--- config.mk ---
export PLATFORM = sky130hd
export DESIGN_NAME = bdla_ctrl
export DESIGN_NICKNAME = d
export VERILOG_FILES = /design/src/rtl/bdla_pkg.sv /design/src/rtl/bdla_ctrl.sv
export SDC_FILE = /design/constraint.sdc
export NUM_CORES = 1
export LEC_CHECK = 0
export BUFFER_PORTS_ARGS = -buffer_cell sky130_fd_sc_hd__buf_2
export CAP_MARGIN = 20
export CORE_ASPECT_RATIO = 2
export CORE_UTILIZATION = 37
export DETAILED_ROUTE_END_ITERATION = 8
export PLACE_DENSITY = 0.77
export SYNTH_ARGS = -nofsm -noshare
export SYNTH_HDL_FRONTEND = slang
export SYNTH_SLANG_ARGS = --single-unit
--- constraint.sdc ---
create_clock -name clock -period 1.95 [get_ports clock]
set_input_delay 0.195 -clock clock [delete_from_list [all_inputs] [get_ports clock]]
set_output_delay 0.195 -clock clock [all_outputs]
set_load 0.01 [all_outputs]
--- src/rtl/bdla_pkg.sv ---
// package: shared types, codes and constants of the block directory
`timescale 1ns / 1ps
package bdla_pkg;

   localparam int NUM_SLOTS_DEF  = 64;
   localparam int SLOT_BYTES_DEF = 32;

   localparam int OPCODE_W = 2;
   localparam int ID_W     = 16;
   localparam int SLOT_W   = 6;
   localparam int STATUS_W = 2;
   localparam int ADDR_W   = 11;
   localparam int NF_W     = 6;
   // slot index width for the largest directory size
   localparam int IDX_W    = 8;

   localparam logic [ID_W-1:0] FREE_ID = 16'hFFFF;

   localparam logic [OPCODE_W-1:0] OP_LOOKUP = 2'd0;
   localparam logic [OPCODE_W-1:0] OP_WRITE  = 2'd1;
   localparam logic [OPCODE_W-1:0] OP_LOAD   = 2'd2;

   localparam logic [STATUS_W-1:0] ST_OK      = 2'd0;
   localparam logic [STATUS_W-1:0] ST_INVALID = 2'd1;
   localparam logic [STATUS_W-1:0] ST_FULL    = 2'd2;
   localparam logic [STATUS_W-1:0] ST_MISSING = 2'd3;

   typedef struct packed {
      logic             active;
      logic [ID_W-1:0]  id;
      logic             found;
      logic [IDX_W-1:0] hit;
      logic [IDX_W-1:0] nf;
   } scan_pkt_type;

   typedef struct packed {
      logic             en;
      logic [IDX_W-1:0] idx;
      logic [ID_W-1:0]  id;
   } wr_req_type;

endpackage

--- src/rtl/bdla_ctrl.sv ---
// control: launches scans, forms the result and the slot update
`timescale 1ns / 1ps
module bdla_ctrl #(
   parameter int NUM_SLOTS  = bdla_pkg::NUM_SLOTS_DEF,
   parameter int SLOT_BYTES = bdla_pkg::SLOT_BYTES_DEF
) (
   input  logic                               clock,
   input  logic                               reset,
   input  logic                               req_valid,
   output logic                               req_ready,
   input  logic [bdla_pkg::OPCODE_W-1:0]      req_opcode,
   input  logic [bdla_pkg::ID_W-1:0]          req_block_id,
   input  logic [bdla_pkg::SLOT_W-1:0]        req_slot,
   output logic                               rsp_valid,
   input  logic                               rsp_ready,
   output logic [bdla_pkg::STATUS_W-1:0]      rsp_status,
   output logic [bdla_pkg::ADDR_W-1:0]        rsp_byte_address,
   output logic [bdla_pkg::NF_W-1:0]          rsp_next_free,
   output bdla_pkg::scan_pkt_type             launch,
   input  bdla_pkg::scan_pkt_type             done_pkt,
   output bdla_pkg::wr_req_type               wr
);
   import bdla_pkg::*;

   localparam int PROD_W = IDX_W + 9;

   typedef enum logic [1:0] {
      S_IDLE,
      S_SCAN,
      S_RESP
   } state_type;

   state_type               state_ff;
   logic                    rsp_valid_ff;
   logic [OPCODE_W-1:0]     op_ff;
   logic [ID_W-1:0]         id_ff;
   logic [SLOT_W-1:0]       slot_ff;
   logic [STATUS_W-1:0]     status_ff, status_in;
   logic [ADDR_W-1:0]       addr_ff, addr_in;
   logic [NF_W-1:0]         nf_ff, nf_in;

   logic                    req_xfer;
   logic                    scan_done;
   logic                    slot_ok;
   logic                    use_addr;
   logic [IDX_W-1:0]        addr_idx;
   logic [PROD_W-1:0]       addr_prod;

   assign req_ready = (state_ff == S_IDLE);
   assign req_xfer  = req_valid && req_ready;
   assign scan_done = (state_ff == S_SCAN) && done_pkt.active;
   assign slot_ok   = (9'(slot_ff) < 9'(NUM_SLOTS));

   always_comb begin
      launch        = '0;
      launch.active = req_xfer;
      launch.id     = req_block_id;
   end

   always_comb begin
      status_in = ST_MISSING;
      use_addr  = 1'b0;
      addr_idx  = done_pkt.nf;
      nf_in     = done_pkt.nf[NF_W-1:0];
      wr        = '0;
      wr.id     = id_ff;
      wr.idx    = done_pkt.nf;
      unique case (op_ff)
         OP_LOAD: begin
            if (slot_ok) begin
               status_in = ST_OK;
               use_addr  = 1'b1;
               addr_idx  = IDX_W'(slot_ff);
               wr.en     = scan_done;
               wr.idx    = IDX_W'(slot_ff);
            end else begin
               status_in = ST_INVALID;
            end
         end
         default: begin
            if (id_ff == FREE_ID) begin
               status_in = ST_INVALID;
               nf_in     = '0;
            end else if (done_pkt.found) begin
               status_in = ST_OK;
               use_addr  = 1'b1;
               addr_idx  = done_pkt.hit;
            end else if (op_ff == OP_WRITE) begin
               if (done_pkt.nf == '0) begin
                  status_in = ST_FULL;
                  nf_in     = '0;
               end else begin
                  status_in = ST_OK;
                  use_addr  = 1'b1;
                  wr.en     = scan_done;
               end
            end
         end
      endcase
      addr_prod = PROD_W'(addr_idx) * PROD_W'(SLOT_BYTES);
      addr_in   = use_addr ? addr_prod[ADDR_W-1:0] : '0;
   end

   always_ff @(posedge clock) begin
      if (reset) begin
         state_ff     <= S_IDLE;
         rsp_valid_ff <= 1'b0;
      end else begin
         unique case (state_ff)
            S_IDLE: begin
               if (req_xfer) begin
                  state_ff <= S_SCAN;
                  op_ff    <= req_opcode;
                  id_ff    <= req_block_id;
                  slot_ff  <= req_slot;
               end
            end
            S_SCAN: begin
               if (scan_done) begin
                  state_ff     <= S_RESP;
                  rsp_valid_ff <= 1'b1;
                  status_ff    <= status_in;
                  addr_ff      <= addr_in;
                  nf_ff        <= nf_in;
               end
            end
            S_RESP: begin
               if (rsp_ready) begin
                  state_ff     <= S_IDLE;
                  rsp_valid_ff <= 1'b0;
               end
            end
            default: begin
               state_ff     <= S_IDLE;
               rsp_valid_ff <= 1'b0;
            end
         endcase
      end
   end

   assign rsp_valid        = rsp_valid_ff;
   assign rsp_status       = status_ff;
   assign rsp_byte_address = addr_ff;
   assign rsp_next_free    = nf_ff;

   a_wr_at_scan_end: assert property (@(posedge clock) disable iff (reset)
      wr.en |-> scan_done)
      else $error("slot update outside scan end");

   a_accept_starts_scan: assert property (@(posedge clock) disable iff (reset)
      req_xfer |=> (state_ff == S_SCAN) && !rsp_valid)
      else $error("transfer did not start a scan");

   a_result_marks_state: assert property (@(posedge clock) disable iff (reset)
      rsp_valid |-> (state_ff == S_RESP))
      else $error("result shown outside response state");

   a_full_no_addr: assert property (@(posedge clock) disable iff (reset)
      (rsp_valid && (rsp_status == ST_FULL)) |-> (rsp_byte_address == '0)
         && (rsp_next_free == '0))
      else $error("full result carries an address");

endmodule

# --- After elaboration in Yosys (flattened, before gate mapping) ---
# Index checks and enable logic that the tools add are counted.
word_totals:
  register_bits: 46
  in_bits: 62
  output_inout_bits: 80
  wordCells: 59
op_classes:
  eq_ne: 8
  muxes: 30
  bitwise_logic: 2
  n_reduce_logical: 9
op_table:
  columns: ["cell", "n"]
  rows:
  - ["$mux 6", 8]
  - ["$eq 16x16->1 const B", 1]
  - ["$mux 1", 14]
  - ["$reduce_and 3->1", 4]
  - ["$mux 2", 5]
  - ["$logic_not 8->1", 1]
  - ["$mux 8", 1]
  - ["$pmux 2 s3", 1]
  - ["$eq 2x1->1 const B", 2]
  - ["$eq 2x2->1 const B", 2]
  - ["$ne 2x2->1 const B", 2]
  - ["$pmux 1 s3", 1]
  - ["$reduce_or 3->1", 1]
  - ["$logic_and 1x1->1", 2]
  - ["$logic_not 2->1", 1]
  - ["$ne 2x1->1 const B", 1]
  - ["$not 1->1", 2]

# --- Depth between registers and ports, before layout ---
depth:
  ltp_word: 7
  depth_mapped: 5
  ltp_nobuf: 4

# --- Worst setup path before layout ---
# OpenSTA, ideal clock, no wires.
synth_path:
  path_type: "flip-flop to flip-flop"
  from: "register state_ff[0]"
  to: "register id_ff[0] (enable)"
  setup_time_ns: 0.408
  arrival_ns: 1.831
  t_required_ns: 1.542
  slack_ns: -0.289
  path_stages_with_launch: 4
  path_buffers: 0
  period_less_slack_ns: 2.239
  path_cell_list: "dfxtp_1 -> nor2_1 -> and2_1 -> nor2b_1"
synth_via:
  elab_chain_len: 3
synth_lines:
  columns: ["element", "line_no", "rtl"]
  rows:
  - ["start: declaration", "bdla_ctrl.sv:33", "state_type state_ff;"]
  - ["start signal: assignment", "bdla_ctrl.sv:106", "state_ff <= S_IDLE;"]
  - ["start signal: assignment", "bdla_ctrl.sv:112", "state_ff <= S_SCAN;"]
  - ["start signal: assignment", "bdla_ctrl.sv:120", "state_ff <= S_RESP;"]
  - ["$logic_not 2->1", "bdla_ctrl.sv:49", "assign req_ready = (state_ff == S_IDLE);"]
  - ["net req_ready", "bdla_ctrl.sv:10", "output logic req_ready,"]
  - ["$logic_and 1x1->1", "bdla_ctrl.sv:50", "assign req_xfer = req_valid && req_ready;"]
  - ["net req_xfer", "bdla_ctrl.sv:42", "logic req_xfer;"]
  - ["$reduce_and 3->1 (no line)", null, null]
  - ["end signal: assignment", "bdla_ctrl.sv:114", "id_ff <= req_block_id;"]
  - ["end: declaration", "bdla_ctrl.sv:36", "logic [ID_W-1:0] id_ff;"]
# The timed path passes the listed nets, and every way through them passes these cells.
# A chain may end at the register's enable or synchronous reset.

==> metrics <==
YS warnings 0; area of the mapped netlist 1960 um^2; max-cap violations 0; Fmax achieved 0.536 GHz; share of cells above drive strength 1 46.2%; Yosys top cell by area edfxtp_1; 1st-iter DRT viols 25; Placed Instances 302; clk root buf clkbuf_8; setup TNS 0 ps; DR pass1 iterations 4; via count 1398; maximum buffer depth of the clock tree 2; Hold Fails Final Rpt 0; Area contributors post-synth edfxtp_1 (58%), buf_4 (15%), and2_1 (4.8%); Worst Hold Path EP op_ff[1]; cell with the most instances after synthesis buf_4; Initial Util 38.2%; critical path data arrival time 1670 ps; syn_area_per_cell 12.3 um^2; min-delay src req_opcode[1]; PnR Total Power 0.00177 W; final RePlAce weighted congestion 0.759; top cells by count, synth buf_4 (39), edfxtp_1 (38), nand2_1 (20); full die area 5610 um^2; die width 53.5 um; outcome finished, final reports clean; H-tree Lvls 2; Final setup viols 0; CTS tree done; Fin Hold WS 86.5 ps; Ant. Diodes 0; Final Instance Area 2440 um^2; Netlist cell types 23; Max VDD drop 625 uV; Min-Delay Path Class input pin to flop; Seq cells post-synth 41; worst-skew pair later-pin latency 280 ps; Adder-Cell Fraction of Synth Area 0%; Wirelength per Cell 11.8 um; xor and xnor area share after synthesis 0%; fraction of registers with async set/reset 0%; first-pass GRT wire length 5450 um; Port Buf Inserts 101; final net count 314; Post-DP Area 2350 um^2; Main synth FF type edfxtp_1; reg2reg end rsp_next_free[1]; LEAKAGE 1.12 nW; main combinational cell family by area after synthesis buffers and inverters; Final min period 1860 ps; Num CTS Buffers 5; final worst path period share 95.6%; Post-synth EDFFs 38; total track usage 13.5%; unrepaired setup endpoints after global routing no; Worst R2R Start id_ff[6]; Compound-Gate Fraction of Synth Area 4.28%; clock-pin transition on the worst setup and hold timing paths 70 ps; R2R setup slack 320 ps; Setup crit end kind output port; worst reg2reg path depth 5; cts hold-fix bufs 0; hold path depth 1; crit path launch op_ff[1]; Critical Path Start Type flop; worst path required time 1750 ps; Finished Layout Cells 311; CORE AREA 5140 um^2; largest net degree at the start of global routing 25; Area growth syn-to-layout 24.5%; post-route ant nets 0; simple-gate area share of the yosys netlist 15.5%; # IOs 142; Worst Path Max Fanout 2; Fin Clk Skew 3.73 ps; post-synth top area share 58.2%; Placement Rows 37; Detailed Route WL 3670 um; vias in the first global route 1266; Cells after Synth 160; DRC 0; Pins Over Slew Limit 0; DPL Wire Length 3030 um; grt ovf 0; initial antenna violation count 0; post-synthesis mux area share 3.06%; chip height 105 um; power per cell area 725 nW/um^2; Crit Path Category flop to output port; Vias per Instance 4.50; Seq/Total Area, Yosys 61.3%; CTS sink count 41
sequential cells by signal (all words and copies together), names as in the netlist:
register          cells
id_ff                16
op_ff                 2
rsp_byte_address      6
rsp_next_free         6
rsp_status            2
rsp_valid             1
slot_ff               6
state_ff              2
worst max-delay path, stage by stage, from the launching register on:
cell,delay [ps]
edfxtp_1,380
nand2b_1,180
a21oi_1,150
or3b_4,410
a21oi_2,140
buf_2,140
timing repair:
action	CTS	global route
setup buffers	0	1
resized for setup	2	0
endpoints found under the setup margin	1	1
layout by cell type, fill, tap and decap left out:
| cell | count |
|---|---|
| or3b_4 | 1 |
| edfxtp_1 | 38 |
| conb_1 | 22 |
| a2111oi_0 | 1 |
| a21oi_2 | 1 |
| mux2i_1 | 6 |
| nand2_1 | 20 |
| dfxtp_1 | 3 |
| nor2_1 | 6 |
| nand2_2 | 1 |
| inv_1 | 1 |
| nand4_1 | 4 |
| clkinv_1 | 2 |
| buf_2 | 101 |
| nor2b_1 | 1 |
| buf_4 | 5 |
| nor4_1 | 2 |
| nand3b_1 | 1 |
| clkinv_2 | 1 |
| clkbuf_8 | 5 |
| nor4_4 | 1 |
| o31ai_1 | 6 |
| nand2b_1 | 2 |
| nor2b_2 | 1 |
| and2_1 | 15 |
| o21ai_0 | 1 |
| a21oi_1 | 4 |
| or3_1 | 1 |
worst max path at each step:
stage / endpoint / slack, ps / cells after the start
after detailed placement: rsp_byte_address[10] / 170 / 5
after CTS: wr[24] / 30 / 5
after global routing: wr[24] / 9 / 5
after global placement: rsp_byte_address[8] / 210 / 5
after floorplan: id_ff[0] / 160 / 3
final: wr[24] / 90 / 5
per-layer routing:
metal	track usage (%)	vias up	wire length, um
li1	-	681	-
met1	11.5	622	1130
met2	26.0	87	2130
met3	3.20	8	302
met4	6.77	0	96
met5	0	-	0
layout make-up:
cell class / instances / area (um^2)
clock buffers: 5 / 68.8
clock inverters: 3 / 12.5
fillers: 496 / 2700
multi-input cells: 97 / 539
inverters: 1 / 3.75
flip-flops and latches: 41 / 1200
well taps: 58 / 72.6
repair buffers: 106 / 543
per-stage QoR:
| step | utilization [%] | setup slack, ps |
|---|---|---|
| after floorplan | - | 161 |
| after global placement | 45.7 | 214 |
| after detailed placement | 45.7 | 169 |
| after CTS | 47.4 | 33.1 |
| after global routing | 47.5 | 8.93 |
| final | 47.5 | 86.0 |
report_power, final:
group | internal, W | switching [W] | total, W
clock network | 0.000241 | 0.000266 | 0.000507
logic | 0.000106 | 0.000140 | 0.000246
registers | 0.00100 | 0.0000148 | 0.00102
total | 0.00135 | 0.000421 | 0.00177
kinds of logic after synthesis:
family / Yosys count
AOI/OAI and AO/OA: 13
muxes: 6
buffers and inverters: 43
and+or+nand+nor: 56
other: 1
DFF: 41
Note: power is estimated with default switching activity, not from simulation.
